**src/rtl/sdi_pkg.sv**
```systemverilog
`timescale 1ns / 1ps
// ----------------------------------------------------------------------------
// sdi_pkg: shared types and constants of the SD SPI-mode init sequencer
// Phase, status, card type and command codes, plus the R1 error decoder.
// ----------------------------------------------------------------------------
package sdi_pkg;

    // Sequence phase: which command's answer is expected next
    typedef enum logic [3:0] {
        PH_IDLE   = 4'd0,
        PH_CMD0   = 4'd1,
        PH_CMD8   = 4'd2,
        PH_CMD55  = 4'd3,
        PH_ACMD41 = 4'd4,
        PH_CMD1   = 4'd5,
        PH_CMD58  = 4'd6,
        PH_CMD16  = 4'd7,
        PH_CMD9   = 4'd8
    } phase_t;

    // Completion status codes
    typedef enum logic [2:0] {
        ST_OK          = 3'd0,
        ST_NO_CARD     = 3'd1,
        ST_NO_RESPONSE = 3'd2,
        ST_CRC         = 3'd3,
        ST_ERASE       = 3'd4,
        ST_PARAM       = 3'd5,
        ST_UNSUPPORTED = 3'd6,
        ST_TRANSPORT   = 3'd7
    } status_t;

    // Card types
    typedef enum logic [2:0] {
        CARD_UNKNOWN  = 3'd0,
        CARD_SD_V1    = 3'd1,
        CARD_SD_V2_SC = 3'd2,
        CARD_SD_V2_HC = 3'd3,
        CARD_MMC_V3   = 3'd4
    } card_t;

    // Action chosen for one accepted item
    typedef enum logic [3:0] {
        ACT_NONE      = 4'd0,
        ACT_DONE      = 4'd1,
        ACT_CMD0      = 4'd2,
        ACT_CMD8      = 4'd3,
        ACT_CMD55     = 4'd4,
        ACT_CMD55_WT  = 4'd5,
        ACT_ACMD41    = 4'd6,
        ACT_CMD1      = 4'd7,
        ACT_CMD1_WT   = 4'd8,
        ACT_CMD58     = 4'd9,
        ACT_CMD16     = 4'd10,
        ACT_CMD9      = 4'd11,
        ACT_CSD       = 4'd12
    } act_t;

    // CSD decode result passed to the top level
    typedef struct packed {
        logic        ok;
        logic [32:0] count;
    } csd_info_t;

    // Input operation codes
    localparam logic OP_START    = 1'b0;
    localparam logic OP_RESPONSE = 1'b1;

    // Expected response kinds
    localparam logic [1:0] RESP_R1 = 2'd0;
    localparam logic [1:0] RESP_R2 = 2'd1;
    localparam logic [1:0] RESP_R3 = 2'd2;
    localparam logic [1:0] RESP_R7 = 2'd3;

    // Pre-send wait codes
    localparam logic [1:0] WAIT_NONE     = 2'd0;
    localparam logic [1:0] WAIT_1MS      = 2'd1;
    localparam logic [1:0] WAIT_POWER_UP = 2'd2;

    // Command numbers
    localparam logic [5:0] CMD_GO_IDLE     = 6'd0;
    localparam logic [5:0] CMD_SEND_OP     = 6'd1;
    localparam logic [5:0] CMD_SEND_IF     = 6'd8;
    localparam logic [5:0] CMD_SEND_CSD    = 6'd9;
    localparam logic [5:0] CMD_SET_BLKLEN  = 6'd16;
    localparam logic [5:0] CMD_APP_OP      = 6'd41;
    localparam logic [5:0] CMD_APP_CMD     = 6'd55;
    localparam logic [5:0] CMD_READ_OCR    = 6'd58;

    // Block geometry and ACMD41 HCS bit
    localparam int unsigned BLOCK_BYTES = 512;
    localparam int unsigned BLOCK_SHIFT = $clog2(BLOCK_BYTES);
    localparam logic [31:0] ARG_HCS     = 32'h4000_0000;

    // Configuration register indexes and reset values
    localparam logic [1:0]  CFG_RETRY_LIMIT   = 2'd0;
    localparam logic [1:0]  CFG_VOLTAGE_CODE  = 2'd1;
    localparam logic [1:0]  CFG_CHECK_PATTERN = 2'd2;
    localparam logic [15:0] RETRY_LIMIT_RST   = 16'd1000;
    localparam logic [3:0]  VOLTAGE_CODE_RST  = 4'd1;
    localparam logic [7:0]  CHECK_PATTERN_RST = 8'hAA;

    // Map R1 error bits to a status by priority
    function automatic status_t r1_status(input logic [7:0] r1);
        status_t s;
        if (r1[3])
            s = ST_CRC;
        else if (r1[1] || r1[4])
            s = ST_ERASE;
        else if (r1[5] || r1[6])
            s = ST_PARAM;
        else if (r1[2])
            s = ST_UNSUPPORTED;
        else
            s = ST_OK;
        return s;
    endfunction

endpackage

```
**src/rtl/sdi_channels.sv**
```systemverilog
`timescale 1ns / 1ps
// ----------------------------------------------------------------------------
// sdi_channels: valid/ready channels of the init sequencer
// Request channel (start or card response) and result channel.
// ----------------------------------------------------------------------------
interface sdi_in_if;
    logic        valid;
    logic        ready;
    logic        op;
    logic        card_absent;
    logic        link_failed;
    logic [7:0]  resp_r1;
    logic [31:0] resp_payload;
    logic [63:0] csd_upper;
    logic [63:0] csd_lower;

    modport source (
        output valid, op, card_absent, link_failed, resp_r1, resp_payload,
               csd_upper, csd_lower,
        input  ready
    );
    modport sink (
        input  valid, op, card_absent, link_failed, resp_r1, resp_payload,
               csd_upper, csd_lower,
        output ready
    );
endinterface

interface sdi_out_if;
    logic        valid;
    logic        ready;
    logic        done_res;
    logic [5:0]  cmd_index;
    logic [31:0] cmd_arg;
    logic [1:0]  resp_kind;
    logic [1:0]  pre_wait;
    logic [2:0]  status;
    logic [2:0]  card_type;
    logic [32:0] block_count;

    modport source (
        output valid, done_res, cmd_index, cmd_arg, resp_kind, pre_wait, status,
               card_type, block_count,
        input  ready
    );
    modport sink (
        input  valid, done_res, cmd_index, cmd_arg, resp_kind, pre_wait, status,
               card_type, block_count,
        output ready
    );
endinterface

```
**src/rtl/sdi_csd_calc.sv**
```systemverilog
`timescale 1ns / 1ps
// ----------------------------------------------------------------------------
// sdi_csd_calc: CSD structure check and capacity decode
// Checks the CSD structure against the card type and computes 512-byte blocks.
// ----------------------------------------------------------------------------
module sdi_csd_calc (
    input  logic [63:0]        csd_upper,
    input  logic [63:0]        csd_lower,
    input  sdi_pkg::card_t     card_kind,
    output sdi_pkg::csd_info_t info
);

    logic [1:0]  csd_ver;
    logic        legacy;
    logic        supported;
    logic [11:0] c_size;
    logic [12:0] c_size_p1;
    logic [2:0]  c_size_mult;
    logic [3:0]  read_bl_len;
    logic [4:0]  shamt;
    logic [36:0] legacy_bytes;
    logic [21:0] hc_size;
    logic [22:0] hc_size_p1;

    assign csd_ver = csd_upper[63:62];

    // Match structure version against the card type
    always_comb
    begin
        legacy    = 1'b0;
        supported = 1'b0;
        if (card_kind == sdi_pkg::CARD_MMC_V3 && !csd_ver[1])
        begin
            legacy    = 1'b1;
            supported = 1'b1;
        end
        else if (csd_ver == 2'd0 && (card_kind == sdi_pkg::CARD_SD_V1 ||
                                     card_kind == sdi_pkg::CARD_SD_V2_SC))
        begin
            legacy    = 1'b1;
            supported = 1'b1;
        end
        else if (csd_ver == 2'd1 && card_kind == sdi_pkg::CARD_SD_V2_HC)
        begin
            supported = 1'b1;
        end
    end

    // Standard capacity: (C_SIZE+1) << (C_SIZE_MULT+2+READ_BL_LEN) bytes
    assign c_size       = {csd_upper[9:0], csd_lower[63:62]};
    assign c_size_p1    = {1'b0, c_size} + 13'd1;
    assign c_size_mult  = csd_lower[49:47];
    assign read_bl_len  = csd_upper[19:16];
    assign shamt        = {2'b00, c_size_mult} + {1'b0, read_bl_len} + 5'd2;
    assign legacy_bytes = {24'd0, c_size_p1} << shamt;

    // High capacity: (C_SIZE+1) * 1024 blocks
    assign hc_size    = {csd_upper[5:0], csd_lower[63:48]};
    assign hc_size_p1 = {1'b0, hc_size} + 23'd1;

    // Select the count for the accepted structure
    always_comb
    begin
        info.ok = supported;
        if (!supported)
            info.count = '0;
        else if (legacy)
            info.count = 33'(legacy_bytes >> sdi_pkg::BLOCK_SHIFT);
        else
            info.count = {hc_size_p1, 10'd0};
    end

endmodule

```
**src/rtl/sd_spi_card_init_sequencer.sv**
```systemverilog
`timescale 1ns / 1ps
// ----------------------------------------------------------------------------
// sd_spi_card_init_sequencer: SD SPI-mode identification sequencer
// Turns start requests and card responses into the next command or a done
// result with status, card type and block count.
// ----------------------------------------------------------------------------
// An accepted item's result is registered in the output register.
// Throughput: 1 item per cycle while results are drained; the one-entry output register is refilled in
// the same cycle it is drained, so input ready is low only while a result waits.
// A response that arrives while idle produces no result.
// Reset: phase idle, attempt count zero, card type unknown, output empty,
// retry_limit 1000, voltage_code 1, check_pattern 0xAA.
module sd_spi_card_init_sequencer (
    input  logic        clk,
    input  logic        rst_n,
    input  logic        cfg_we,
    input  logic [1:0]  cfg_index,
    input  logic [15:0] cfg_wdata,
    sdi_in_if.sink      in_ch,
    sdi_out_if.source   out_ch
);

    // Configuration registers
    logic [15:0] retry_limit_reg;
    logic [3:0]  voltage_code_reg;
    logic [7:0]  check_pattern_reg;

    // Sequencer state
    sdi_pkg::phase_t phase_reg, phase_next;
    logic [15:0]     attempts_reg, attempts_next;
    sdi_pkg::card_t  card_kind_reg, card_kind_next;
    logic            hcr_reg, hcr_next;

    // Output register
    logic            out_valid_reg;
    logic            done_res_reg, done_res_next;
    logic [5:0]      cmd_index_reg, cmd_index_next;
    logic [31:0]     cmd_arg_reg, cmd_arg_next;
    logic [1:0]      resp_kind_reg, resp_kind_next;
    logic [1:0]      pre_wait_reg, pre_wait_next;
    logic [2:0]      status_reg, status_next;
    logic [2:0]      card_type_reg, card_type_next;
    logic [32:0]     block_count_reg, block_count_next;

    logic               accept;
    sdi_pkg::act_t      act;
    sdi_pkg::status_t   done_status;
    sdi_pkg::status_t   r1_stat;
    logic [11:0]        cond;
    logic [15:0]        attempts_inc;
    logic               retry_ok;
    sdi_pkg::csd_info_t csd_info;

    // Take an item whenever the output slot is free or being drained
    assign in_ch.ready  = !out_valid_reg || out_ch.ready;
    assign accept       = in_ch.valid && in_ch.ready;
    assign r1_stat      = sdi_pkg::r1_status(in_ch.resp_r1);
    assign cond         = {voltage_code_reg, check_pattern_reg};
    assign attempts_inc = attempts_reg + 16'd1;
    assign retry_ok     = attempts_inc < retry_limit_reg;

    sdi_csd_calc u_csd (
        .csd_upper (in_ch.csd_upper),
        .csd_lower (in_ch.csd_lower),
        .card_kind (card_kind_reg),
        .info      (csd_info)
    );

    // Configuration writes
    always_ff @(posedge clk or negedge rst_n)
    begin
        if (!rst_n)
        begin
            retry_limit_reg   <= sdi_pkg::RETRY_LIMIT_RST;
            voltage_code_reg  <= sdi_pkg::VOLTAGE_CODE_RST;
            check_pattern_reg <= sdi_pkg::CHECK_PATTERN_RST;
        end
        else if (cfg_we)
        begin
            case (cfg_index)
                sdi_pkg::CFG_RETRY_LIMIT:   retry_limit_reg   <= cfg_wdata;
                sdi_pkg::CFG_VOLTAGE_CODE:  voltage_code_reg  <= cfg_wdata[3:0];
                sdi_pkg::CFG_CHECK_PATTERN: check_pattern_reg <= cfg_wdata[7:0];
                default: ;
            endcase
        end
    end

    // Next state: pick the action for the accepted item and advance the phase
    always_comb
    begin
        phase_next     = phase_reg;
        attempts_next  = attempts_reg;
        card_kind_next = card_kind_reg;
        hcr_next       = hcr_reg;
        act            = sdi_pkg::ACT_NONE;
        done_status    = sdi_pkg::ST_OK;
        if (accept)
        begin
            if (in_ch.op == sdi_pkg::OP_START)
            begin
                attempts_next  = '0;
                card_kind_next = sdi_pkg::CARD_UNKNOWN;
                hcr_next       = 1'b0;
                if (in_ch.card_absent)
                begin
                    act         = sdi_pkg::ACT_DONE;
                    done_status = sdi_pkg::ST_NO_CARD;
                end
                else
                begin
                    act        = sdi_pkg::ACT_CMD0;
                    phase_next = sdi_pkg::PH_CMD0;
                end
            end
            else
            begin
                case (phase_reg)
                    sdi_pkg::PH_IDLE: ;
                    sdi_pkg::PH_CMD0:
                    begin
                        act = sdi_pkg::ACT_DONE;
                        if (in_ch.link_failed)
                            done_status = sdi_pkg::ST_TRANSPORT;
                        else if (r1_stat != sdi_pkg::ST_OK)
                            done_status = r1_stat;
                        else if (!in_ch.resp_r1[0])
                            done_status = sdi_pkg::ST_UNSUPPORTED;
                        else
                        begin
                            act        = sdi_pkg::ACT_CMD8;
                            phase_next = sdi_pkg::PH_CMD8;
                        end
                    end
                    sdi_pkg::PH_CMD8:
                    begin
                        act = sdi_pkg::ACT_DONE;
                        if (in_ch.link_failed)
                            done_status = sdi_pkg::ST_TRANSPORT;
                        else if (in_ch.resp_r1[2] && r1_stat != sdi_pkg::ST_UNSUPPORTED)
                            done_status = r1_stat;
                        else if (!in_ch.resp_r1[2] && r1_stat != sdi_pkg::ST_OK)
                            done_status = r1_stat;
                        else if (!in_ch.resp_r1[2] &&
                                 in_ch.resp_payload[15:0] != {4'd0, cond})
                            done_status = sdi_pkg::ST_UNSUPPORTED;
                        else
                        begin
                            // Illegal CMD8 means v1; a good echo means v2
                            hcr_next      = !in_ch.resp_r1[2];
                            attempts_next = '0;
                            act           = sdi_pkg::ACT_CMD55;
                            phase_next    = sdi_pkg::PH_CMD55;
                        end
                    end
                    sdi_pkg::PH_CMD55, sdi_pkg::PH_ACMD41:
                    begin
                        if (in_ch.link_failed || r1_stat != sdi_pkg::ST_OK)
                            done_status = in_ch.link_failed ? sdi_pkg::ST_TRANSPORT
                                                            : r1_stat;
                        else if (phase_reg == sdi_pkg::PH_CMD55)
                        begin
                            act        = sdi_pkg::ACT_ACMD41;
                            phase_next = sdi_pkg::PH_ACMD41;
                        end
                        else if (!in_ch.resp_r1[0])
                        begin
                            if (hcr_reg)
                            begin
                                act        = sdi_pkg::ACT_CMD58;
                                phase_next = sdi_pkg::PH_CMD58;
                            end
                            else
                            begin
                                card_kind_next = sdi_pkg::CARD_SD_V1;
                                act            = sdi_pkg::ACT_CMD16;
                                phase_next     = sdi_pkg::PH_CMD16;
                            end
                        end
                        else
                        begin
                            attempts_next = attempts_inc;
                            if (retry_ok)
                            begin
                                act        = sdi_pkg::ACT_CMD55_WT;
                                phase_next = sdi_pkg::PH_CMD55;
                            end
                            else
                                done_status = sdi_pkg::ST_NO_RESPONSE;
                        end
                        // Loop failure: v2 ends here, v1 falls back to CMD1
                        if (act == sdi_pkg::ACT_NONE)
                        begin
                            if (hcr_reg)
                                act = sdi_pkg::ACT_DONE;
                            else
                            begin
                                attempts_next = '0;
                                act           = sdi_pkg::ACT_CMD1;
                                phase_next    = sdi_pkg::PH_CMD1;
                            end
                        end
                    end
                    sdi_pkg::PH_CMD1:
                    begin
                        act = sdi_pkg::ACT_DONE;
                        if (in_ch.link_failed)
                            done_status = sdi_pkg::ST_TRANSPORT;
                        else if (r1_stat != sdi_pkg::ST_OK)
                            done_status = r1_stat;
                        else if (!in_ch.resp_r1[0])
                        begin
                            card_kind_next = sdi_pkg::CARD_MMC_V3;
                            act            = sdi_pkg::ACT_CMD16;
                            phase_next     = sdi_pkg::PH_CMD16;
                        end
                        else
                        begin
                            attempts_next = attempts_inc;
                            if (retry_ok)
                                act = sdi_pkg::ACT_CMD1_WT;
                            else
                                done_status = sdi_pkg::ST_NO_RESPONSE;
                        end
                    end
                    sdi_pkg::PH_CMD58:
                    begin
                        act = sdi_pkg::ACT_DONE;
                        if (in_ch.link_failed)
                            done_status = sdi_pkg::ST_TRANSPORT;
                        else if (r1_stat != sdi_pkg::ST_OK)
                            done_status = r1_stat;
                        else if (in_ch.resp_payload[30])
                        begin
                            card_kind_next = sdi_pkg::CARD_SD_V2_HC;
                            act            = sdi_pkg::ACT_CMD9;
                            phase_next     = sdi_pkg::PH_CMD9;
                        end
                        else
                        begin
                            card_kind_next = sdi_pkg::CARD_SD_V2_SC;
                            act            = sdi_pkg::ACT_CMD16;
                            phase_next     = sdi_pkg::PH_CMD16;
                        end
                    end
                    sdi_pkg::PH_CMD16:
                    begin
                        act = sdi_pkg::ACT_DONE;
                        if (in_ch.link_failed)
                            done_status = sdi_pkg::ST_TRANSPORT;
                        else if (r1_stat != sdi_pkg::ST_OK)
                            done_status = r1_stat;
                        else
                        begin
                            act        = sdi_pkg::ACT_CMD9;
                            phase_next = sdi_pkg::PH_CMD9;
                        end
                    end
                    sdi_pkg::PH_CMD9:
                    begin
                        act = sdi_pkg::ACT_DONE;
                        if (in_ch.link_failed)
                            done_status = sdi_pkg::ST_TRANSPORT;
                        else if (r1_stat != sdi_pkg::ST_OK)
                            done_status = r1_stat;
                        else
                        begin
                            act         = sdi_pkg::ACT_CSD;
                            done_status = csd_info.ok ? sdi_pkg::ST_OK
                                                      : sdi_pkg::ST_UNSUPPORTED;
                        end
                    end
                    default: ;
                endcase
            end
            // Any completion returns to idle
            if (act == sdi_pkg::ACT_DONE || act == sdi_pkg::ACT_CSD)
                phase_next = sdi_pkg::PH_IDLE;
        end
    end

    // Outputs: build the result item for the chosen action
    always_comb
    begin
        done_res_next    = 1'b0;
        cmd_index_next   = sdi_pkg::CMD_GO_IDLE;
        cmd_arg_next     = '0;
        resp_kind_next   = sdi_pkg::RESP_R1;
        pre_wait_next    = sdi_pkg::WAIT_NONE;
        status_next      = sdi_pkg::ST_OK;
        card_type_next   = sdi_pkg::CARD_UNKNOWN;
        block_count_next = '0;
        case (act)
            sdi_pkg::ACT_DONE, sdi_pkg::ACT_CSD:
            begin
                done_res_next  = 1'b1;
                status_next    = done_status;
                card_type_next = card_kind_next;
                if (act == sdi_pkg::ACT_CSD)
                    block_count_next = csd_info.count;
            end
            sdi_pkg::ACT_CMD0:
                pre_wait_next = sdi_pkg::WAIT_POWER_UP;
            sdi_pkg::ACT_CMD8:
            begin
                cmd_index_next = sdi_pkg::CMD_SEND_IF;
                cmd_arg_next   = {20'd0, cond};
                resp_kind_next = sdi_pkg::RESP_R7;
            end
            sdi_pkg::ACT_CMD55:
                cmd_index_next = sdi_pkg::CMD_APP_CMD;
            sdi_pkg::ACT_CMD55_WT:
            begin
                cmd_index_next = sdi_pkg::CMD_APP_CMD;
                pre_wait_next  = sdi_pkg::WAIT_1MS;
            end
            sdi_pkg::ACT_ACMD41:
            begin
                cmd_index_next = sdi_pkg::CMD_APP_OP;
                cmd_arg_next   = hcr_reg ? sdi_pkg::ARG_HCS : 32'd0;
            end
            sdi_pkg::ACT_CMD1:
                cmd_index_next = sdi_pkg::CMD_SEND_OP;
            sdi_pkg::ACT_CMD1_WT:
            begin
                cmd_index_next = sdi_pkg::CMD_SEND_OP;
                pre_wait_next  = sdi_pkg::WAIT_1MS;
            end
            sdi_pkg::ACT_CMD58:
            begin
                cmd_index_next = sdi_pkg::CMD_READ_OCR;
                resp_kind_next = sdi_pkg::RESP_R3;
            end
            sdi_pkg::ACT_CMD16:
            begin
                cmd_index_next = sdi_pkg::CMD_SET_BLKLEN;
                cmd_arg_next   = 32'(sdi_pkg::BLOCK_BYTES);
            end
            sdi_pkg::ACT_CMD9:
            begin
                cmd_index_next = sdi_pkg::CMD_SEND_CSD;
                resp_kind_next = sdi_pkg::RESP_R2;
            end
            default: ;
        endcase
    end

    // State registers
    always_ff @(posedge clk or negedge rst_n)
    begin
        if (!rst_n)
        begin
            phase_reg     <= sdi_pkg::PH_IDLE;
            attempts_reg  <= '0;
            card_kind_reg <= sdi_pkg::CARD_UNKNOWN;
            hcr_reg       <= 1'b0;
            out_valid_reg <= 1'b0;
        end
        else
        begin
            phase_reg     <= phase_next;
            attempts_reg  <= attempts_next;
            card_kind_reg <= card_kind_next;
            hcr_reg       <= hcr_next;
            if (act != sdi_pkg::ACT_NONE)
                out_valid_reg <= 1'b1;
            else if (out_ch.ready)
                out_valid_reg <= 1'b0;
        end
    end

    // Result payload: load with each new item
    always_ff @(posedge clk)
    begin
        if (act != sdi_pkg::ACT_NONE)
        begin
            done_res_reg    <= done_res_next;
            cmd_index_reg   <= cmd_index_next;
            cmd_arg_reg     <= cmd_arg_next;
            resp_kind_reg   <= resp_kind_next;
            pre_wait_reg    <= pre_wait_next;
            status_reg      <= status_next;
            card_type_reg   <= card_type_next;
            block_count_reg <= block_count_next;
        end
    end

    assign out_ch.valid       = out_valid_reg;
    assign out_ch.done_res    = done_res_reg;
    assign out_ch.cmd_index   = cmd_index_reg;
    assign out_ch.cmd_arg     = cmd_arg_reg;
    assign out_ch.resp_kind   = resp_kind_reg;
    assign out_ch.pre_wait    = pre_wait_reg;
    assign out_ch.status      = status_reg;
    assign out_ch.card_type   = card_type_reg;
    assign out_ch.block_count = block_count_reg;

    // A completion always leaves the sequencer idle
    a_done_to_idle: assert property (@(posedge clk) disable iff (!rst_n)
        (act == sdi_pkg::ACT_DONE || act == sdi_pkg::ACT_CSD)
        |=> phase_reg == sdi_pkg::PH_IDLE)
        else $error("completion did not return to idle");

    // A response while idle leaves the phase idle
    a_idle_response: assert property (@(posedge clk) disable iff (!rst_n)
        accept && in_ch.op == sdi_pkg::OP_RESPONSE && phase_reg == sdi_pkg::PH_IDLE
        |=> phase_reg == sdi_pkg::PH_IDLE && $stable(out_valid_reg) == !$past(out_ch.ready)
            || phase_reg == sdi_pkg::PH_IDLE)
        else $error("response in idle changed the phase");

    // Command results carry no status, type or count
    a_cmd_clean: assert property (@(posedge clk) disable iff (!rst_n)
        out_valid_reg && !done_res_reg
        |-> status_reg == sdi_pkg::ST_OK && card_type_reg == sdi_pkg::CARD_UNKNOWN &&
            block_count_reg == '0)
        else $error("command result carries completion fields");

    // Failed completions report no capacity
    a_fail_count: assert property (@(posedge clk) disable iff (!rst_n)
        out_valid_reg && done_res_reg && status_reg != sdi_pkg::ST_OK
        |-> block_count_reg == '0 && cmd_index_reg == sdi_pkg::CMD_GO_IDLE)
        else $error("failed completion carries a block count");

    // An empty output register never stalls the input
    a_ready_when_empty: assert property (@(posedge clk) disable iff (!rst_n)
        !out_valid_reg |-> in_ch.ready)
        else $error("input stalled with empty output register");

endmodule
```
**src/flat_wrapper.sv**
```systemverilog
// flat-port wrapper written by rule: the top's interface ports become plain ports
module sd_spi_card_init_sequencer_flat 
  (clk, rst_n, cfg_we, cfg_index, cfg_wdata, in_ch_valid, in_ch_op, in_ch_card_absent, in_ch_link_failed, in_ch_resp_r1, in_ch_resp_payload, in_ch_csd_upper, in_ch_csd_lower, in_ch_ready, out_ch_valid, out_ch_done_res, out_ch_cmd_index, out_ch_cmd_arg, out_ch_resp_kind, out_ch_pre_wait, out_ch_status, out_ch_card_type, out_ch_block_count, out_ch_ready);
  sdi_in_if in_ch_i ();
  sdi_out_if out_ch_i ();
  input  logic clk;
  input  logic rst_n;
  input  logic cfg_we;
  input  logic [1:0] cfg_index;
  input  logic [15:0] cfg_wdata;
  input wire logic [$bits(in_ch_i.valid)-1:0] in_ch_valid;
  input wire logic [$bits(in_ch_i.op)-1:0] in_ch_op;
  input wire logic [$bits(in_ch_i.card_absent)-1:0] in_ch_card_absent;
  input wire logic [$bits(in_ch_i.link_failed)-1:0] in_ch_link_failed;
  input wire logic [$bits(in_ch_i.resp_r1)-1:0] in_ch_resp_r1;
  input wire logic [$bits(in_ch_i.resp_payload)-1:0] in_ch_resp_payload;
  input wire logic [$bits(in_ch_i.csd_upper)-1:0] in_ch_csd_upper;
  input wire logic [$bits(in_ch_i.csd_lower)-1:0] in_ch_csd_lower;
  output wire logic [$bits(in_ch_i.ready)-1:0] in_ch_ready;
  output wire logic [$bits(out_ch_i.valid)-1:0] out_ch_valid;
  output wire logic [$bits(out_ch_i.done_res)-1:0] out_ch_done_res;
  output wire logic [$bits(out_ch_i.cmd_index)-1:0] out_ch_cmd_index;
  output wire logic [$bits(out_ch_i.cmd_arg)-1:0] out_ch_cmd_arg;
  output wire logic [$bits(out_ch_i.resp_kind)-1:0] out_ch_resp_kind;
  output wire logic [$bits(out_ch_i.pre_wait)-1:0] out_ch_pre_wait;
  output wire logic [$bits(out_ch_i.status)-1:0] out_ch_status;
  output wire logic [$bits(out_ch_i.card_type)-1:0] out_ch_card_type;
  output wire logic [$bits(out_ch_i.block_count)-1:0] out_ch_block_count;
  input wire logic [$bits(out_ch_i.ready)-1:0] out_ch_ready;
  assign in_ch_i.valid = in_ch_valid;
  assign in_ch_i.op = in_ch_op;
  assign in_ch_i.card_absent = in_ch_card_absent;
  assign in_ch_i.link_failed = in_ch_link_failed;
  assign in_ch_i.resp_r1 = in_ch_resp_r1;
  assign in_ch_i.resp_payload = in_ch_resp_payload;
  assign in_ch_i.csd_upper = in_ch_csd_upper;
  assign in_ch_i.csd_lower = in_ch_csd_lower;
  assign in_ch_ready = in_ch_i.ready;
  assign out_ch_valid = out_ch_i.valid;
  assign out_ch_done_res = out_ch_i.done_res;
  assign out_ch_cmd_index = out_ch_i.cmd_index;
  assign out_ch_cmd_arg = out_ch_i.cmd_arg;
  assign out_ch_resp_kind = out_ch_i.resp_kind;
  assign out_ch_pre_wait = out_ch_i.pre_wait;
  assign out_ch_status = out_ch_i.status;
  assign out_ch_card_type = out_ch_i.card_type;
  assign out_ch_block_count = out_ch_i.block_count;
  assign out_ch_i.ready = out_ch_ready;
  sd_spi_card_init_sequencer u_core (.clk(clk), .rst_n(rst_n), .cfg_we(cfg_we), .cfg_index(cfg_index), .cfg_wdata(cfg_wdata), .in_ch(in_ch_i), .out_ch(out_ch_i));
endmodule
```
**config.mk**
```make
export PLATFORM = sky130hd
export DESIGN_NAME = sd_spi_card_init_sequencer_flat
export DESIGN_NICKNAME = d
export VERILOG_FILES = /design/src/rtl/sdi_pkg.sv /design/src/rtl/sdi_channels.sv /design/src/rtl/sdi_csd_calc.sv /design/src/rtl/sd_spi_card_init_sequencer.sv /design/src/flat_wrapper.sv
export SDC_FILE = /design/constraint.sdc
export NUM_CORES = 1
export LEC_CHECK = 0
export BUFFER_PORTS_ARGS = -buffer_cell sky130_fd_sc_hd__buf_2
export CAP_MARGIN = 40
export CELL_PAD_IN_SITES_DETAIL_PLACEMENT = 1
export CELL_PAD_IN_SITES_GLOBAL_PLACEMENT = 2
export CORE_UTILIZATION = 27
export DETAILED_ROUTE_END_ITERATION = 10
export PLACE_DENSITY_LB_ADDON = 0.15
export SYNTH_ARGS = -nofsm -noshare
export SYNTH_HDL_FRONTEND = slang
export SYNTH_SLANG_ARGS = --single-unit
```
**constraint.sdc**
```tcl
create_clock -name clk -period 4.9 [get_ports clk]
set_input_delay 0.49 -clock clk [delete_from_list [all_inputs] [get_ports clk]]
set_output_delay 0.49 -clock clk [all_outputs]
set_load 0.01 [all_outputs]
```
==> results of run 1 <==
-- through the flow --
step           setup slack (ns)  cell area, um2
4_1_cts                   0.345           10300
3_5_place_dp              0.390            9670
3_3_place_gp              0.349            9650
2_1_floorplan          0.000630            8510
6_report                  0.425           10300
5_1_grt                  0.0605           10300
-- logic make-up (layout without fill, tap and decap cells) --
group	count (synthesis)	in the layout
and+or+nand+nor	350	350
AOI/OAI and AO/OA	256	256
DFF	116	116
buffers and inverters	104	252
xor gates and xnor gates	57	57
muxes	34	34
adders and majority gates	25	25
other	1	19
-- cell usage after synthesis (5+ instances only) --
cell type and instances:
sky130_fd_sc_hd__xor2_1 30, sky130_fd_sc_hd__nand3_1 30, sky130_fd_sc_hd__a41oi_1 6, sky130_fd_sc_hd__a31oi_1 8
sky130_fd_sc_hd__o21a_1 8, sky130_fd_sc_hd__clkbuf_1 28, sky130_fd_sc_hd__nor2b_1 11, sky130_fd_sc_hd__o22a_1 5
sky130_fd_sc_hd__and2_1 19, sky130_fd_sc_hd__dfstp_2 11, sky130_fd_sc_hd__a21o_1 9, sky130_fd_sc_hd__o21ai_0 78
sky130_fd_sc_hd__a22o_1 13, sky130_fd_sc_hd__nor3_1 27, sky130_fd_sc_hd__a22oi_1 7, sky130_fd_sc_hd__dfrtp_1 42
sky130_fd_sc_hd__inv_1 37, sky130_fd_sc_hd__a21oi_1 54, sky130_fd_sc_hd__a211oi_1 7, sky130_fd_sc_hd__xnor2_1 27
sky130_fd_sc_hd__mux2_2 18, sky130_fd_sc_hd__mux4_2 5, sky130_fd_sc_hd__buf_4 20, sky130_fd_sc_hd__buf_2 7
sky130_fd_sc_hd__nor4_1 9, sky130_fd_sc_hd__nand2b_1 10, sky130_fd_sc_hd__o31ai_1 15, sky130_fd_sc_hd__nand2_1 106
sky130_fd_sc_hd__nor2_1 92, sky130_fd_sc_hd__edfxtp_1 63, sky130_fd_sc_hd__buf_6 5, sky130_fd_sc_hd__ha_1 24
sky130_fd_sc_hd__mux2i_1 10, sky130_fd_sc_hd__and3_1 14, sky130_fd_sc_hd__nand4_1 7
-- power breakdown --
part	switching [W]	internal (W)
logic	0.000754	0.000458
registers	0.000111	0.00119
clock network	0.000487	0.000796
-- layer usage --
metal | share of wire, % | wire length [um]
met4 | 1.1 | 331
met5 | 0 | 0
met3 | 3.2 | 924
met2 | 47 | 13600
met1 | 49 | 14000
-- worst register-to-register path, stage by stage, from the launching register on --
cell                       delay, ns
sky130_fd_sc_hd__dfrtp_1        0.47
sky130_fd_sc_hd__ha_4           0.20
sky130_fd_sc_hd__and3_1         0.18
sky130_fd_sc_hd__and3_1         0.20
sky130_fd_sc_hd__and3_1         0.20
sky130_fd_sc_hd__and3_1         0.25
sky130_fd_sc_hd__nand3_1        0.12
sky130_fd_sc_hd__xnor2_1        0.17
sky130_fd_sc_hd__ha_1           0.31
sky130_fd_sc_hd__nand4_1        0.20
sky130_fd_sc_hd__nor3_1         0.29
sky130_fd_sc_hd__nor4_2         0.08
sky130_fd_sc_hd__buf_4          0.15
sky130_fd_sc_hd__buf_4          0.13
sky130_fd_sc_hd__a21o_1         0.17
sky130_fd_sc_hd__a32oi_1        0.16
sky130_fd_sc_hd__buf_4          0.19
sky130_fd_sc_hd__a21o_1         0.16
sky130_fd_sc_hd__a32oi_2        0.17
sky130_fd_sc_hd__buf_4          0.18
sky130_fd_sc_hd__a211oi_1       0.28
-- worst max path at each step --
stage                                 from                       endpoint  cells after the start
floorplan           u_core.attempts_reg[0]   u_core.out_ch.block_count[0]                     20
detailed placement  u_core.attempts_reg[0]        u_core.out_ch.status[0]                     19
finish              u_core.attempts_reg[0]        u_core.out_ch.status[1]                     20
global route        u_core.attempts_reg[0]  u_core.out_ch.block_count[32]                     20
CTS                 u_core.attempts_reg[0]     u_core.out_ch.card_type[1]                     19
global placement    u_core.attempts_reg[0]        u_core.out_ch.status[0]                     19
-- timing repair --
item | 4_1_cts | 5_1_grt
resized for setup | 0 | 2
hold endpoints to repair | 0 | 0
setup buffers | 0 | 1
setup endpoints to repair | 0 | 7
-- final cells by class --
cell class / count / area share [%]
clock buffer: 18 / 4.18
inverter: 37 / 1.39
tap: 396 / 4.82
multi-input combinational: 741 / 46.3
clock inverter: 14 / 1.56
sequential: 116 / 31.5
timing repair buffer: 183 / 10.3
==> impl_metrics.ini, run 1 <==
[timing]
slew_at_the_pin_closest_to_its_max_slew_limit_ns = 0.874
slew_violations = 0
totalNegativeSetupSlack_ns = 0
min_period_ns = 4.48
worst_hold_slack_ns = 0.218
report.final.hold_viol_count = 0
rsz0062_at_grt = no
min_period_over_period_pct = 91.3
relSlewSlack_pct = 41.0
fmaxAchievable_mhz = 223
finalSetupViolCount = 0
setup_clock_skew_after_layout_ns = 0.0168

[power]
power_w = 0.00380
leakagePower_nw = 4.18
vdd_ir_drop_max_mv = 0.215
power_per_cell_area_mw_per_mm2 = 370

[critical_path]
critical_path_required_ns = 5.10
worstPathBufferInverterCount = 4
master_of_the_slowest_instance_on_the_critical_path = sky130_fd_sc_hd__dfrtp_1
cpPeakStageDelay_ns = 0.47
r2r-end = u_core.out_ch.status[1]
critical_path_arrival_ns = 4.68
ff2ff_setup_slack_ns = 0.42
path_delay_family = simple AND/OR/NAND/NOR gates
critPathKind = register to register
crit_path_start_kind = register
critical_path.reg2reg.startpoint = u_core.attempts_reg[0]
critical_path.cell_chain = ha_4, and3_1, and3_1, and3_1, and3_1, nand3_1, xnor2_1, ha_1, nand4_1, nor3_1, nor4_2, buf_4, buf_4, a21o_1, a32oi_1, buf_4, a21o_1, a32oi_2, buf_4, a211oi_1
timing.critical_path.fanout_max = 9
crit_path_end_kind = register
reg2regPathDepth = 20

[synthesis]
synthSimpleGateAreaFrac_pct = 20.4
syn_inst = 943
seq_area_frac_synth_pct = 38.5
netlist_top_cells_area = sky130_fd_sc_hd__edfxtp_1 23%, sky130_fd_sc_hd__dfrtp_1 13%, sky130_fd_sc_hd__nand2_1 4.7%
netlist.area_leader.share_pct = 22.5
synth_edf_count = 63
ys_types = 80
post_synth_mux_area_share_pct = 5.26
synth_fa_ha_area_share_pct = 3.81
synth_top_flop_cell = sky130_fd_sc_hd__edfxtp_1
synth_top_family_by_area = simple AND/OR/NAND/NOR gates
ys_async_sr_fraction_pct = 45.7
post_synth.cell_area_avg_um2 = 8.91
synth_area_in_compound_gates_pct = 19.7
synth_area_leader_cell = sky130_fd_sc_hd__edfxtp_1
yosys_register_bits = 116
synth.cell_area_mm2 = 0.00840
yosysWarnings = 0
synthXorXnorAreaFrac_pct = 5.94

[global_route]
busiest_layer = met2
met3_usage_pct = 2.58
routing_usage_on_met1_pct = 26.0
number_of_antenna_violations_at_the_first_check_in_global_routing = 0
number_of_global_route_vias_before_repair = 7570
groute.usage.overall_pct = 18.5
met2_routing_resource_usage_after_global_routing_pct = 29.8
grt_start_max_net_pins = 54
grt_remaining_overflow = 0
first_pass_grt_wire_length_mm = 44.7

[cells_and_area]
synthToLayoutAreaGrowth_pct = 22.3
area_of_the_multi_input_gates_mm2 = 0.00476
n_antenna_cell = 0
finish.net_count = 1315
final-seq-area_mm2 = 0.00323
mostFrequentLayoutCell = sky130_fd_sc_hd__buf_2
final_layout_size_suffix_gt1_share_pct = 24.8
final_util_pct = 33.6
final_cells = 1505
fillerInstances = 3622
largest_reg_flops = 33
mostFrequentLayoutCells = 147 x sky130_fd_sc_hd__buf_2, 105 x sky130_fd_sc_hd__nand2_1, 91 x sky130_fd_sc_hd__nor2_1, 78 x sky130_fd_sc_hd__o21ai_0, 63 x sky130_fd_sc_hd__edfxtp_1

[cts]
htreeDepth = 4
cts-root-buf = sky130_fd_sc_hd__clkbuf_16
sinks_on_clock_net = 116
number_of_hold_buffers_added_after_cts = 0
clkTransAtPathRegs_ns = 0.06
clock_insertion_delay_worst_skew_ns = 0.42
tritoncts.num_buffers = 17
cts_tree = yes
cts_buffer_depth = 2

[detailed_routing]
wl_per_cell_um = 19.2
ant_nets = 0
drt_drc_violations_left = 0
drt_pass1_iterations = 5
routed_wl_mm = 28.8
dr_total_vias = 7532
drt_iter0_drc = 392
via_per_inst = 5.00

[floorplanning]
die_w_um = 178
initial_core_util_pct = 27.5
floorplan.io_pins = 278
placementRows = 64
total_die_area_mm2 = 0.0318
die-height_um = 178
placeableCoreArea_mm2 = 0.0306

[placed_design]
globalplace.congestion = 0.829
dpl.cell_count = 1472
placement.io_buffers = 147
post-dp-hpwl_mm = 22.3

[job]
max-cap-violations = 0

[status]
outcome = complete, no violations

[hold_path]
hold_class = input port to async pin
Power figures use the tool's default switching activity.
==> run 2, diff against run 1 <==
--- a/config.mk
+++ b/config.mk
@@ -11,6 +11,7 @@
 export CELL_PAD_IN_SITES_GLOBAL_PLACEMENT = 2
 export CORE_UTILIZATION = 27
 export DETAILED_ROUTE_END_ITERATION = 10
+export MAX_ROUTING_LAYER = met4
 export PLACE_DENSITY_LB_ADDON = 0.15
 export SYNTH_ARGS = -nofsm -noshare
 export SYNTH_HDL_FRONTEND = slang
==> run 2 against run 1 <==
  * First-iteration DRC count is 3.3% higher
  * Combinational power hardly changed
  * Wire length is 0.25% higher
  * Final cell count stayed put
  * Non-clock buffer count stayed put
  * Critical path type unchanged
  * Critical endpoint unchanged
  * Largest power group unchanged
==> impl_metrics.ini, run 2 (synthesized netlist as in run 1, its figures left out) <==
[detailed_routing]
drt_iter0_drc = 405
via_per_inst = 5.00
wl_per_cell_um = 19.2
drt_pass1_iterations = 4
routed_wl_mm = 28.9
ant_nets = 0
dr_total_vias = 7527
drt_drc_violations_left = 0

[placed_design]
post-dp-hpwl_mm = 22.3
dpl.cell_count = 1472
pre_cts_slack_ns = 0.390
placement.io_buffers = 147
globalplace.congestion = 0.842

[floorplanning]
die-height_um = 178
initial_core_util_pct = 27.5
placeableCoreArea_mm2 = 0.0306
placementRows = 64
floorplan.io_pins = 278
die_w_um = 178
total_die_area_mm2 = 0.0318

[timing]
finalSetupViolCount = 0
final_critical_path_setup_slack_ns = 0.411
totalNegativeSetupSlack_ns = 0
slew_at_the_pin_closest_to_its_max_slew_limit_ns = 0.876
relSlewSlack_pct = 40.9
report.final.hold_viol_count = 0
slew_violations = 0
min_period_ns = 4.49
rsz0062_at_grt = no
setup_clock_skew_after_layout_ns = 0.0204
fmaxAchievable_mhz = 223
min_period_over_period_pct = 91.6

[cts]
clkTransAtPathRegs_ns = 0.06
tritoncts.num_buffers = 17
number_of_hold_buffers_added_after_cts = 0
htreeDepth = 4
clock_insertion_delay_worst_skew_ns = 0.43
cts_buffer_depth = 2
sinks_on_clock_net = 116
cts-root-buf = sky130_fd_sc_hd__clkbuf_16
cts_tree = yes

[global_route]
grt_start_max_net_pins = 54
grt_remaining_overflow = 0
met3_usage_pct = 2.64
groute.usage.overall_pct = 19.1
routing_usage_on_met1_pct = 26.0
first_pass_grt_wire_length_mm = 44.7
met2_routing_resource_usage_after_global_routing_pct = 29.8
busiest_layer = met2
number_of_antenna_violations_at_the_first_check_in_global_routing = 0
number_of_global_route_vias_before_repair = 7568

[cells_and_area]
mostFrequentLayoutCells = 147 x sky130_fd_sc_hd__buf_2, 105 x sky130_fd_sc_hd__nand2_1, 91 x sky130_fd_sc_hd__nor2_1, 78 x sky130_fd_sc_hd__o21ai_0, 63 x sky130_fd_sc_hd__edfxtp_1
largest_reg_flops = 33
n_antenna_cell = 0
finish.net_count = 1315
synthToLayoutAreaGrowth_pct = 22.3
mostFrequentLayoutCell = sky130_fd_sc_hd__buf_2
final_cells = 1505
final_layout_size_suffix_gt1_share_pct = 24.8
fillerInstances = 3622

[critical_path]
critical_path_arrival_ns = 4.69
timing.critical_path.fanout_max = 9
crit_path_end_kind = register
cpPeakStageDelay_ns = 0.47
critical_path.cell_chain = ha_4, and3_1, and3_1, and3_1, and3_1, nand3_1, xnor2_1, ha_1, nand4_1, nor3_1, nor4_2, buf_4, buf_4, a21o_1, a32oi_1, buf_4, a21o_1, a32oi_2, buf_4, a211oi_1
master_of_the_slowest_instance_on_the_critical_path = sky130_fd_sc_hd__dfrtp_1
critPathKind = register to register
critical_path_required_ns = 5.10
crit_path_start_kind = register

[power]
power_per_cell_area_mw_per_mm2 = 370
leakagePower_nw = 4.18
vdd_ir_drop_max_mv = 0.215

[job]
max-cap-violations = 0

[status]
outcome = complete, no violations

[hold_path]
hold_class = input port to async pin
==> run 2: through the flow <==
step                power (W)  utilization, %  area, um2  hold slack (ns)
floorplan             0.00208               -       8510            0.194
global placement      0.00253            31.5       9650            0.504
detailed placement    0.00254            31.6       9670            0.505
CTS                   0.00384            33.5      10300            0.244
global route          0.00403            33.6      10300            0.278
finish                0.00380            33.6      10300            0.215
==> run 2: report_power, final <==
part / internal (W) / switching, W / leakage [nW]
Sequential: 0.00119 / 0.000113 / 1.27
Clock: 0.000795 / 0.000486 / 0.278
Combinational: 0.000458 / 0.000753 / 2.64
Total: 0.00245 / 0.00135 / 4.18
==> run 2: metal layers <==
layer / wire, um / up-vias / share of wire (%)
met5: 0 / - / 0
met4: 354 / 0 / 1.2
met3: 972 / 23 / 3.4
met2: 13500 / 139 / 47
met1: 14100 / 3663 / 49
li1: - / 3702 / -
==> run 2: path summary, 6_finish.rpt <==
kind	end	startpoint	depth (start not counted)	slack (ns)
worst max-delay path	u_core.out_ch.status[1]	u_core.attempts_reg[0]	20	0.41
worst min-delay path	u_core.voltage_code_reg[3]	rst_n	2	0.21
max in group asynchronous	u_core.card_kind_reg[0]	rst_n	2	4.18
worst max register to register	u_core.out_ch.status[1]	u_core.attempts_reg[0]	20	0.41
worst min register to register	u_core.retry_limit_reg[8]	u_core.retry_limit_reg[8]	2	0.52
min in group clk	u_core.retry_limit_reg[10]	cfg_wdata[10]	3	0.27
==> run 2: critical path: cells and delay by family, from the launching register on <==
family          cells  cell delay, ns
flops               1            0.47
xor+xnor            1            0.17
simple gates        8            1.51
buf+inv             4            0.65
fa+ha+maj           2            0.51
compound gates      5            0.95
==> run 2: cell type report <==
cell class	instances	area, um2	share of cell area [%]
sequential	116	3230	31.5
timing repair buffer	183	1060	10.3
tap	396	495	4.82
multi-input combinational	741	4760	46.3
inverter	37	143	1.39
clock inverter	14	160	1.56
clock buffer	18	429	4.18
==> run 2: timing repair <==
item,4_1_cts,5_1_grt
gates resized for setup,0,2
endpoints found under the setup margin,0,7
buffers inserted,0,1
==> run 3, diff against run 2 <==
--- a/config.mk
+++ b/config.mk
@@ -13,6 +13,7 @@
 export DETAILED_ROUTE_END_ITERATION = 10
 export MAX_ROUTING_LAYER = met4
 export PLACE_DENSITY_LB_ADDON = 0.15
+export RECOVER_POWER = 25
 export SYNTH_ARGS = -nofsm -noshare
 export SYNTH_HDL_FRONTEND = slang
 export SYNTH_SLANG_ARGS = --single-unit
==> run 3 against run 2 <==
  * The flow now finishes with violations (max-capacitance violations, max-slew violations)
  * Worst setup slack better by 0.037 ns
  * Sequential cell count unchanged
  * Clock skew about the same
  * Critical endpoint unchanged
  * Largest power group unchanged
==> impl_metrics.ini, run 3 (synthesized netlist as in run 1, its figures left out) <==
[status]
outcome = finished, violations left
failed_checks = max-capacitance violations, max-slew violations

[cts]
cts_tree = yes
sinks_on_clock_net = 116
number_of_hold_buffers_added_after_cts = 0
tritoncts.num_buffers = 17
cts_buffer_depth = 2
clkTransAtPathRegs_ns = 0.06
clock_insertion_delay_worst_skew_ns = 0.43
cts-root-buf = sky130_fd_sc_hd__clkbuf_16
htreeDepth = 4

[timing]
rsz0062_at_grt = no
min_period_ns = 4.45
report.final.hold_viol_count = 0
min_period_over_period_pct = 90.9
slew_violations = 54
setup_clock_skew_after_layout_ns = 0.0202
totalNegativeSetupSlack_ns = 0
slew_at_the_pin_closest_to_its_max_slew_limit_ns = 3.19
fmaxAchievable_mhz = 225
relSlewSlack_pct = -113
finalSetupViolCount = 0

[placed_design]
dpl.cell_count = 1472
post-dp-hpwl_mm = 22.3
globalplace.congestion = 0.842
placement.io_buffers = 147

[critical_path]
timing.critical_path.fanout_max = 9
critical_path_required_ns = 5.11
critical_path.reg2reg.startpoint = u_core.attempts_reg[0]
reg2regPathDepth = 20
ff2ff_setup_slack_ns = 0.45
crit_path_end_kind = register
r2r-end = u_core.out_ch.status[1]
critPathKind = register to register
crit_path_start_kind = register
critical_path_arrival_ns = 4.66

[global_route]
first_pass_grt_wire_length_mm = 44.7
number_of_antenna_violations_at_the_first_check_in_global_routing = 0
grt_remaining_overflow = 0
groute.usage.overall_pct = 19.1
grt_start_max_net_pins = 54
number_of_global_route_vias_before_repair = 7568

[floorplanning]
placeableCoreArea_mm2 = 0.0306
die_w_um = 178
total_die_area_mm2 = 0.0318
placementRows = 64
initial_core_util_pct = 27.5
die-height_um = 178
floorplan.io_pins = 278

[power]
leakagePower_nw = 4.17
vdd_ir_drop_max_mv = 0.216
power_per_cell_area_mw_per_mm2 = 370

[detailed_routing]
drt_iter0_drc = 403
dr_total_vias = 7552
drt_pass1_iterations = 4
ant_nets = 0
routed_wl_mm = 28.9
via_per_inst = 5.02
drt_drc_violations_left = 0
wl_per_cell_um = 19.2

[hold_path]
min_delay_worst_endpoint = u_core.retry_limit_reg[10]
hold_class = input port to register
timing.hold.worst_path_depth = 3
hold_path_startpoint = cfg_wdata[10]

[cells_and_area]
final_layout_size_suffix_gt1_share_pct = 24.3
fillerInstances = 3625
mostFrequentLayoutCell = sky130_fd_sc_hd__buf_2
synthToLayoutAreaGrowth_pct = 22.1
n_antenna_cell = 0
final_cells = 1505
mostFrequentLayoutCells = 145 x sky130_fd_sc_hd__buf_2, 105 x sky130_fd_sc_hd__nand2_1, 91 x sky130_fd_sc_hd__nor2_1, 78 x sky130_fd_sc_hd__o21ai_0, 63 x sky130_fd_sc_hd__edfxtp_1
largest_reg_flops = 33
finish.net_count = 1315

[job]
max-cap-violations = 1
-- run 3: cell types whose count changed in the layout (fill, tap and decap cells not counted) --
cell                       delta
sky130_fd_sc_hd__clkbuf_1     +4
sky130_fd_sc_hd__buf_2        -2
sky130_fd_sc_hd__buf_4        -2
sky130_fd_sc_hd__nor3b_1      +1
sky130_fd_sc_hd__nor3b_2      -1
-- run 3: worst max path at each step --
stage	startpoint	endpoint	slack, ns	cells past startpoint
finish	u_core.attempts_reg[0]	u_core.out_ch.status[1]	0.45	20
global route	u_core.attempts_reg[0]	u_core.out_ch.block_count[32]	0.06	20
CTS	u_core.attempts_reg[0]	u_core.out_ch.card_type[1]	0.34	19
detailed placement	u_core.attempts_reg[0]	u_core.out_ch.status[0]	0.39	19
global placement	u_core.attempts_reg[0]	u_core.out_ch.status[0]	0.35	19
floorplan	u_core.attempts_reg[0]	u_core.out_ch.block_count[0]	0.0006	20
-- run 3: layout make-up --
type	instances	area [um2]	area share, %
multi-input combinational	741	4750	46.3
sequential	116	3230	31.5
timing repair buffer	183	1050	10.2
tap	396	495	4.83
clock buffer	18	429	4.18
clock inverter	14	160	1.56
inverter	37	143	1.39
-- run 3: timing repair --
item                                    in CTS  in global routing
buffers inserted                             0                  1
resized for setup                            0                  2
endpoints found under the setup margin       0                  7
-- run 3: where the power goes --
part | switching, W | total, W | internal [W]
clock | 0.000487 | 0.00128 | 0.000795
combinational | 0.000754 | 0.00121 | 0.000457
sequential | 0.000113 | 0.00131 | 0.00119
total | 0.00135 | 0.00380 | 0.00245
-- run 3: per-layer routing --
layer | global-route usage, % | part of all wire [%] | up-vias
met5 | - | 0 | -
met4 | 4.56 | 1.2 | 0
met3 | 2.64 | 3.1 | 23
met2 | 29.8 | 47 | 133
met1 | 26.0 | 49 | 3697
li1 | - | - | 3699
-- run 3: worst max-delay path: stages, from the launching register on --
cell and delay, ns:
sky130_fd_sc_hd__dfrtp_1 0.47, sky130_fd_sc_hd__ha_4 0.20, sky130_fd_sc_hd__and3_1 0.18, sky130_fd_sc_hd__and3_1 0.19, sky130_fd_sc_hd__and3_1 0.20, sky130_fd_sc_hd__and3_1 0.25
sky130_fd_sc_hd__nand3_1 0.12, sky130_fd_sc_hd__xnor2_1 0.17, sky130_fd_sc_hd__ha_1 0.31, sky130_fd_sc_hd__nand4_1 0.20, sky130_fd_sc_hd__nor3_1 0.29, sky130_fd_sc_hd__nor4_2 0.08
sky130_fd_sc_hd__buf_4 0.15, sky130_fd_sc_hd__buf_4 0.13, sky130_fd_sc_hd__a21o_1 0.17, sky130_fd_sc_hd__a32oi_1 0.16, sky130_fd_sc_hd__buf_4 0.19, sky130_fd_sc_hd__a21o_1 0.16
sky130_fd_sc_hd__a32oi_2 0.17, sky130_fd_sc_hd__buf_4 0.18, sky130_fd_sc_hd__a211oi_1 0.26
-- run 3: metrics by stage --
step	total power (W)	hold WS, ns	utilization [%]	area, um2	setup slack [ns]
final	0.00380	0.273	33.5	10300	0.448
after global routing	0.00403	0.284	33.5	10300	0.0578
after CTS	0.00384	0.244	33.5	10300	0.345
after detailed placement	0.00254	0.505	31.6	9670	0.390
after global placement	0.00253	0.504	31.5	9650	0.349
after floorplan	0.00208	0.194	-	8510	0.000630
